## config.mk

```make
export PLATFORM = sky130hd
export DESIGN_NAME = top_k_order_preserving_select
export DESIGN_NICKNAME = d
export VERILOG_FILES = /design/src/rtl/tkos_pkg.sv /design/src/rtl/tkos_ram.sv /design/src/rtl/tkos_ctrl.sv /design/src/rtl/tkos_dp.sv /design/src/rtl/top_k_order_preserving_select.sv
export SDC_FILE = /design/constraint.sdc
export NUM_CORES = 2
export LEC_CHECK = 0
export BUFFER_PORTS_ARGS = -buffer_cell sky130_fd_sc_hd__buf_2
export CAP_MARGIN = 20
export CORE_ASPECT_RATIO = 1.1
export CORE_MARGIN = 2
export CORE_UTILIZATION = 40
export CTS_BUF_LIST = sky130_fd_sc_hd__clkbuf_8
export DETAILED_ROUTE_END_ITERATION = 6
export PLACE_DENSITY = 0.58
export SYNTH_ARGS = -nofsm -noshare
export SYNTH_HDL_FRONTEND = slang
export SYNTH_HIERARCHICAL = 1
export SYNTH_SLANG_ARGS = --single-unit
```

## constraint.sdc

```tcl
create_clock -name clk -period 8.09 [get_ports clk]
set_clock_uncertainty 0.15 [all_clocks]
set_input_delay 2.0225 -clock clk [delete_from_list [all_inputs] [get_ports clk]]
set_output_delay 2.0225 -clock clk [all_outputs]
set_load 0.05 [all_outputs]
```

## src/rtl/tkos_pkg.sv

```systemverilog
// Shared types for the order-preserving top-k selector.
// Holds the controller command and status bundles; no dependencies.
`default_nettype none
package tkos_pkg;

	// Commands from the controller to the datapath
	typedef struct packed {
		logic load;     // store the accepted beat and count it
		logic prep;     // latch clamped keep count, clear selection state
		logic scan;     // issue a read and rank the returned entry
		logic mark;     // mark the best entry of the finished pass
		logic emit_rd;  // issue a read for the next position
		logic emit_cap; // capture the returned entry into the output register
		logic emit_adv; // output beat taken: count it
		logic finish;   // empty the set
	} tkos_cmd_t;

	// Status from the datapath to the controller
	typedef struct packed {
		logic k_zero;     // nothing to select
		logic scan_done;  // all reads of a pass issued and returned
		logic pass_last;  // the pass being marked is the final one
		logic pos_chosen; // returned entry belongs to the selection
		logic out_last;   // output register holds the final result
	} tkos_stat_t;

endpackage
`default_nettype wire

```

## src/rtl/tkos_ram.sv

```systemverilog
// Generic simple dual-port RAM: one write port, one read port, registered read.
// No dependencies.
`default_nettype none
module tkos_ram #(
	parameter int WIDTH = 32,
	parameter int DEPTH = 64
) (
	input  wire logic                     clk,
	input  wire logic                     we,
	input  wire logic [$clog2(DEPTH)-1:0] waddr,
	input  wire logic [WIDTH-1:0]         wdata,
	input  wire logic [$clog2(DEPTH)-1:0] raddr,
	output logic      [WIDTH-1:0]         rdata
);

	logic [WIDTH-1:0] mem_q [DEPTH];

	// Write and registered read
	always_ff @(posedge clk) begin
		if (we) begin
			mem_q[waddr] <= wdata;
		end
		rdata <= mem_q[raddr];
	end

endmodule
`default_nettype wire

```

## src/rtl/tkos_ctrl.sv

```systemverilog
// Controller state machine for the order-preserving top-k selector.
// Depends on tkos_pkg for the command and status bundles.
`default_nettype none
module tkos_ctrl
	import tkos_pkg::*;
(
	input  wire logic       clk,
	input  wire logic       arst_n,
	input  wire logic       in_acc,
	input  wire logic       in_last,
	input  wire logic       out_rdy,
	input  tkos_stat_t      stat,
	output tkos_cmd_t       cmd,
	output logic            in_rdy,
	output logic            out_vld
);

	typedef enum logic [6:0] {
		S_LOAD     = 7'b0000001,
		S_PREP     = 7'b0000010,
		S_SCAN     = 7'b0000100,
		S_MARK     = 7'b0001000,
		S_EMIT_RD  = 7'b0010000,
		S_EMIT_CHK = 7'b0100000,
		S_EMIT_OUT = 7'b1000000
	} state_t;

	state_t state_q, state_d;

	assign in_rdy  = (state_q == S_LOAD);
	assign out_vld = (state_q == S_EMIT_OUT);

	// Next state and commands
	always_comb begin
		state_d = state_q;
		cmd     = '0;
		case (state_q)
			S_LOAD: begin
				cmd.load = in_acc;
				if (in_acc && in_last) begin
					state_d = S_PREP;
				end
			end
			S_PREP: begin
				cmd.prep = 1'b1;
				if (stat.k_zero) begin
					cmd.finish = 1'b1;
					state_d    = S_LOAD;
				end else begin
					state_d = S_SCAN;
				end
			end
			S_SCAN: begin
				cmd.scan = 1'b1;
				if (stat.scan_done) begin
					state_d = S_MARK;
				end
			end
			S_MARK: begin
				cmd.mark = 1'b1;
				state_d  = stat.pass_last ? S_EMIT_RD : S_SCAN;
			end
			S_EMIT_RD: begin
				cmd.emit_rd = 1'b1;
				state_d     = S_EMIT_CHK;
			end
			S_EMIT_CHK: begin
				cmd.emit_cap = stat.pos_chosen;
				state_d      = stat.pos_chosen ? S_EMIT_OUT : S_EMIT_RD;
			end
			S_EMIT_OUT: begin
				if (out_rdy) begin
					cmd.emit_adv = 1'b1;
					if (stat.out_last) begin
						cmd.finish = 1'b1;
						state_d    = S_LOAD;
					end else begin
						state_d = S_EMIT_RD;
					end
				end
			end
			default: begin
				state_d = S_LOAD;
			end
		endcase
	end

	// State register
	always_ff @(posedge clk or negedge arst_n) begin
		if (!arst_n) begin
			state_q <= S_LOAD;
		end else begin
			state_q <= state_d;
		end
	end

endmodule
`default_nettype wire

```

## src/rtl/tkos_dp.sv

```systemverilog
// Datapath for the order-preserving top-k selector: value store, counters,
// ranking compare, selection flags and output register. Uses tkos_pkg, tkos_ram.
`default_nettype none
module tkos_dp
	import tkos_pkg::*;
#(
	parameter int MAX_ITEMS   = 64,
	parameter int VALUE_WIDTH = 32
) (
	input  wire logic        clk,
	input  wire logic        arst_n,
	input  tkos_cmd_t        cmd,
	output tkos_stat_t       stat,
	input  wire logic        cfg_we,
	input  wire logic [6:0]  cfg_wdata,
	input  wire logic [31:0] in_value,
	output logic      [31:0] out_value,
	output logic      [5:0]  out_pos,
	output logic             out_last
);

	localparam int IDX_W = $clog2(MAX_ITEMS);
	localparam int CNT_W = $clog2(MAX_ITEMS + 1);

	logic [6:0]             keep_q;
	logic [CNT_W-1:0]       count_q, kc_q, pass_q, emit_cnt_q, addr_q;
	logic [CNT_W-1:0]       kc_d;
	logic [IDX_W-1:0]       best_pos_q, pos_s1;
	logic [VALUE_WIDTH-1:0] best_val_q, rdata, wdata;
	logic                   best_ok_q, rd_v_s1;
	logic [MAX_ITEMS-1:0]   chosen_q;
	logic [63:0]            in_ext;
	logic signed [63:0]     rd_ext;
	logic                   rd_issue, better;

	// Take the low bits of the beat; widen with zeros if the store is wider
	assign in_ext = 64'(in_value);
	assign wdata  = in_ext[VALUE_WIDTH-1:0];
	assign rd_ext = 64'($signed(rdata));

	tkos_ram #(.WIDTH(VALUE_WIDTH), .DEPTH(MAX_ITEMS)) u_store (
		.clk   (clk),
		.we    (cmd.load && (count_q < CNT_W'(MAX_ITEMS))),
		.waddr (count_q[IDX_W-1:0]),
		.wdata (wdata),
		.raddr (addr_q[IDX_W-1:0]),
		.rdata (rdata)
	);

	// Clamp keep count to the loaded set size
	assign kc_d     = (keep_q > 7'(count_q)) ? count_q : CNT_W'(keep_q);
	assign rd_issue = cmd.scan && (addr_q != count_q);
	// Earlier position wins ties: only a strictly larger value replaces
	assign better   = rd_v_s1 && !chosen_q[pos_s1] &&
	                  (!best_ok_q || ($signed(rdata) > $signed(best_val_q)));

	assign stat.k_zero     = (kc_d == '0);
	assign stat.scan_done  = (addr_q == count_q) && !rd_v_s1;
	assign stat.pass_last  = (CNT_W'(pass_q + 1'b1) == kc_q);
	assign stat.pos_chosen = chosen_q[pos_s1];
	assign stat.out_last   = out_last;

	// Control counters and flags
	always_ff @(posedge clk or negedge arst_n) begin
		if (!arst_n) begin
			keep_q     <= 7'd1;
			count_q    <= '0;
			kc_q       <= '0;
			pass_q     <= '0;
			emit_cnt_q <= '0;
			addr_q     <= '0;
			best_ok_q  <= 1'b0;
			rd_v_s1    <= 1'b0;
			chosen_q   <= '0;
		end else begin
			if (cfg_we) begin
				keep_q <= cfg_wdata;
			end
			if (cmd.load && (count_q < CNT_W'(MAX_ITEMS))) begin
				count_q <= count_q + 1'b1;
			end
			rd_v_s1 <= rd_issue;
			if (cmd.prep) begin
				kc_q       <= kc_d;
				pass_q     <= '0;
				emit_cnt_q <= '0;
				addr_q     <= '0;
				best_ok_q  <= 1'b0;
				chosen_q   <= '0;
			end
			if (rd_issue || cmd.emit_rd) begin
				addr_q <= addr_q + 1'b1;
			end
			if (better) begin
				best_ok_q <= 1'b1;
			end
			if (cmd.mark) begin
				chosen_q[best_pos_q] <= 1'b1;
				pass_q               <= pass_q + 1'b1;
				addr_q               <= '0;
				best_ok_q            <= 1'b0;
			end
			if (cmd.emit_adv) begin
				emit_cnt_q <= emit_cnt_q + 1'b1;
			end
			if (cmd.finish) begin
				count_q <= '0;
			end
		end
	end

	// Payload registers: read position, running best, output beat
	always_ff @(posedge clk) begin
		if (rd_issue || cmd.emit_rd) begin
			pos_s1 <= addr_q[IDX_W-1:0];
		end
		if (better) begin
			best_val_q <= rdata;
			best_pos_q <= pos_s1;
		end
		if (cmd.emit_cap) begin
			out_value <= rd_ext[31:0];
			out_pos   <= 6'(pos_s1);
			out_last  <= (CNT_W'(emit_cnt_q + 1'b1) == kc_q);
		end
	end

endmodule
`default_nettype wire

```

## src/rtl/top_k_order_preserving_select.sv

```systemverilog
// Order-preserving top-k selector: top level joining controller and datapath.
// Depends on tkos_pkg, tkos_ctrl, tkos_dp (which holds tkos_ram).
//
// Values load one beat per cycle into a MAX_ITEMS-entry store; a beat with
// s_tlast closes the set (values beyond MAX_ITEMS are dropped). Selection then
// runs one ranking pass per kept value, k passes with k the keep count clamped
// to the n loaded values, each pass reading the store once per entry through
// its single read port. Results then leave in arrival order, the last one with
// m_tlast; emission reads the stored positions in order and holds each chosen
// one on the output until m_tready takes it. No beat is taken while a set is
// being selected or emitted. A keep count of zero ends the set with no result.
// keep_count resets to 1 and is written via cfg_we.
`default_nettype none
module top_k_order_preserving_select
	import tkos_pkg::*;
#(
	parameter int MAX_ITEMS   = 64,
	parameter int VALUE_WIDTH = 32
) (
	input  wire logic        clk,
	input  wire logic        arst_n,
	input  wire logic        s_tvalid,
	output logic             s_tready,
	input  wire logic [31:0] s_tdata,   // [31:0] sample_value
	input  wire logic        s_tlast,   // final_item
	output logic             m_tvalid,
	input  wire logic        m_tready,
	output logic      [39:0] m_tdata,   // [31:0] chosen_value, [37:32] chosen_position
	output logic             m_tlast,   // run_end
	input  wire logic        cfg_we,
	input  wire logic [6:0]  cfg_wdata  // keep_count
);

	tkos_cmd_t   cmd;
	tkos_stat_t  stat;
	logic [31:0] out_value;
	logic [5:0]  out_pos;

	tkos_ctrl u_ctrl (
		.clk     (clk),
		.arst_n  (arst_n),
		.in_acc  (s_tvalid && s_tready),
		.in_last (s_tlast),
		.out_rdy (m_tready),
		.stat    (stat),
		.cmd     (cmd),
		.in_rdy  (s_tready),
		.out_vld (m_tvalid)
	);

	tkos_dp #(.MAX_ITEMS(MAX_ITEMS), .VALUE_WIDTH(VALUE_WIDTH)) u_dp (
		.clk       (clk),
		.arst_n    (arst_n),
		.cmd       (cmd),
		.stat      (stat),
		.cfg_we    (cfg_we),
		.cfg_wdata (cfg_wdata),
		.in_value  (s_tdata),
		.out_value (out_value),
		.out_pos   (out_pos),
		.out_last  (m_tlast)
	);

	// Pack the output beat
	assign m_tdata = {2'b00, out_pos, out_value};

endmodule
`default_nettype wire

```

==> results.json <==
{
  "antenna_found_initial": 10,
  "grt_overflow": 0,
  "die_x_um": 451,
  "cts_tree": "done",
  "finalCriticalPeriod_ns": 4.94,
  "final_core_util_pct": 45.6,
  "design_area_um2": 99700,
  "wl_per_cell_um": 29.3,
  "htreeDepth": 5,
  "dpl_cell_area_um2": 92700,
  "finalSetupViolations": 0,
  "max_slew.worst_pin.slew_ns": 1.23,
  "period_share_pct": 61.1,
  "die_y_um": 496,
  "vias": 43400,
  "synth_edf_count": 2131,
  "synth_top_area_share_pct": 72.8,
  "hp-class": "register to register",
  "grt_use_total_pct": 20.1,
  "rsz0062_at_grt": "false",
  "finalSetupTns_ns": 0,
  "core_area_um2": 219000,
  "critPathLaunchType": "register",
  "worstSetupPathType": "register to register",
  "cts_made_buffers": 386,
  "first_pass_iters": 5,
  "nets": 4602,
  "netlist_instances": 4129,
  "post_cts_resized": 0,
  "avgSynthCellArea_um2": 21.3,
  "via_per_inst": 5.61,
  "maxCapViolations": 0,
  "synth_area_leader_cell": "edfxtp_1",
  "max_freq_mhz": 202,
  "synthArstFlopShare_pct": 5.05,
  "die-area_um2": 224000,
  "grt_start_max_net_pins": 114,
  "worstSkewPairLatency_ns": 1.10,
  "ys_seq_area_share_pct": 76.8,
  "cp_data_required_time_ns": 8.67,
  "cp-end-kind": "register",
  "hold_violations": 0,
  "postCtsHoldBufs": 0,
  "gp_congestion": 0.870,
  "drive_gt1_share_pct": 27.3,
  "row_count": 180,
  "ys_ff_latch": 2278,
  "final_common_cell": "edfxtp_1",
  "grt_pass1_vias": 43600,
  "ant_nets": 0,
  "power_leakage_nw": 31.4,
  "critical_path.max_fanout": 21,
  "cts_root_buf": "clkbuf_8",
  "vdd_drop_max_mv": 0.236,
  "drtIter0Drc": 5066,
  "ioPinCount": 88,
  "layout_common_cells": "2131 x edfxtp_1, 553 x mux4_2, 401 x clkbuf_8",
  "synthesis.area_um2": 87900,
  "synth.area.top_cells": "edfxtp_1 73%, mux4_2 14%, dfrtp_1 3.2%",
  "grt_pass1_wl_um": 322000,
  "hpwl_um": 134000,
  "status": "finished, final reports clean",
  "clock-sinks": 2278,
  "area_growth_pct": 13.4,
  "start_util_pct": 40.2,
  "cellPowerDensity_nw_per_um2": 272,
  "slew_violations": 0,
  "drt_wl_total_um": 226000,
  "clkTransAtPathRegs_ns": 0.06,
  "arrival_ns": 5.53,
  "ys_types": 75,
  "drcViolationCount": 0,
  "portBuffers": 85,
  "yosys_most_used_dff": "edfxtp_1",
  "relSlewSlack_pct": 18.3,
  "ys.warnings.count": 6,
  "post_cts_buffers": 0,
  "clk_path_buf_depth": 4
}
## metal layers
layer	vias to the layer above	track usage, %	wire length [um]
met5	-	0	7
met4	2	5.68	5300
met3	327	4.13	17500
met2	1803	30.9	106000
met1	23200	29.3	97400
li1	18000	-	-
## logic make-up after synthesis
logic type	synth area share, %
AND/OR/NAND/NOR	2.22
flip-flops	76.8
adder cells (fa/ha/maj)	0.612
buffers and inverters	1.68
XOR/XNOR	0.329
other	0.00426
multiplexers	15.6
AO/OA/AOI/OAI	2.75
## metrics by stage
stage / hold WS [ns] / cells / power, W / setup WS [ns]
finish: 0.350 / 7729 / 0.0271 / 3.15
CTS: 0.353 / 7701 / 0.0274 / 3.18
floorplan: 0.276 / 4130 / 0.0164 / 2.14
global placement: 0.331 / 7006 / 0.0182 / 2.44
detailed placement: 0.343 / 7021 / 0.0183 / 2.45
global route: 0.371 / 7720 / 0.0281 / 3.04
## cells in the mapped netlist, drive strengths merged (3+ instances only)
| library cell | count |
|---|---|
| dfrtp | 113 |
| or3b | 6 |
| o32ai | 6 |
| clkbuf | 96 |
| nand2b | 18 |
| nand4 | 17 |
| nand3b | 9 |
| xor2 | 15 |
| o21ai | 33 |
| and3 | 12 |
| mux2 | 8 |
| o221ai | 29 |
| nor3 | 17 |
| and2 | 6 |
| buf | 118 |
| a211oi | 4 |
| or3 | 4 |
| a311oi | 9 |
| a41o | 4 |
| xnor2 | 18 |
| ha | 43 |
| nor4 | 4 |
| inv | 113 |
| mux4 | 560 |
| mux2i | 102 |
| or2 | 5 |
| nor2b | 33 |
| o31ai | 4 |
| nor2 | 173 |
| o22ai | 150 |
| dfxtp | 32 |
| nor3b | 3 |
| nand2 | 67 |
| edfxtp | 2131 |
| a21oi | 86 |
| a22o | 4 |
| a21o | 10 |
| nand3 | 27 |
| a22oi | 12 |
## report_power, final
part           switching, W  leakage, nW  internal [W]
Clock               0.00450         3.93       0.00462
Sequential         0.000324         21.0        0.0131
Combinational       0.00270         6.49       0.00191
## critical path, stage by stage (launching register included)
cell and delay [ns]:
dfstp_2 0.58, nor4b_1 0.46, nand2_1 0.22, inv_1 0.12, and2_1 0.14, and3_1 0.20, nor2b_2 0.47, nor2b_1 0.32
nand2_1 0.68, nor2_4 0.93, buf_4 0.35
## final cells by class
cell class / instances / area (um^2)
Antenna cell: 11 / 27.5
Clock buffer: 401 / 5520
Clock inverter: 279 / 1170
Fill cell: 18400 / 119000
Inverter: 113 / 424
Multi-Input combinational cell: 1525 / 19400
Sequential cell: 2278 / 67500
Tap cell: 2912 / 3640
Timing Repair Buffer: 210 / 1970
## path summary, 6_finish.rpt
check	from	end	slack (ns)	cells after the start
max in group asynchronous	arst_n	u_dp/chosen_q[33]$_DFF_PN0_	5.62	2
hold / removal	u_dp/u_store/rdata[19]$_DFF_P_	u_dp/best_val_q[19]$_DFFE_PP_	0.35	0
min in group asynchronous	arst_n	u_dp/addr_q[6]$_DFFE_PN0P_	0.95	1
setup / recovery	u_ctrl/state_q[0]$_DFFE_PN1P_	u_dp/u_store/mem_q[32][8]$_DFFE_PP_	3.15	10
setup reg to reg	u_ctrl/state_q[0]$_DFFE_PN1P_	u_dp/u_store/mem_q[32][8]$_DFFE_PP_	3.15	10
hold reg to reg	u_dp/u_store/rdata[19]$_DFF_P_	u_dp/best_val_q[19]$_DFFE_PP_	0.35	0
## sequential cells by signal, indices dropped and copies added (netlist names)
signal,count
u_dp/best_pos_q,6
u_dp/u_store/mem_q,2048
u_dp/count_q,7
u_dp/emit_cnt_q,7
u_dp/keep_q,7
u_dp/out_pos,6
u_dp/kc_q,7
u_dp/chosen_q,64
u_dp/u_store/rdata,32
u_dp/out_last,1
u_dp/rd_v_s1,1
u_dp/pass_q,7
u_dp/out_value,32
u_dp/best_val_q,32
u_dp/addr_q,7
u_ctrl/state_q,7
u_dp/best_ok_q,1
u_dp/pos_s1,6
(Power assumes the default switching activity.)
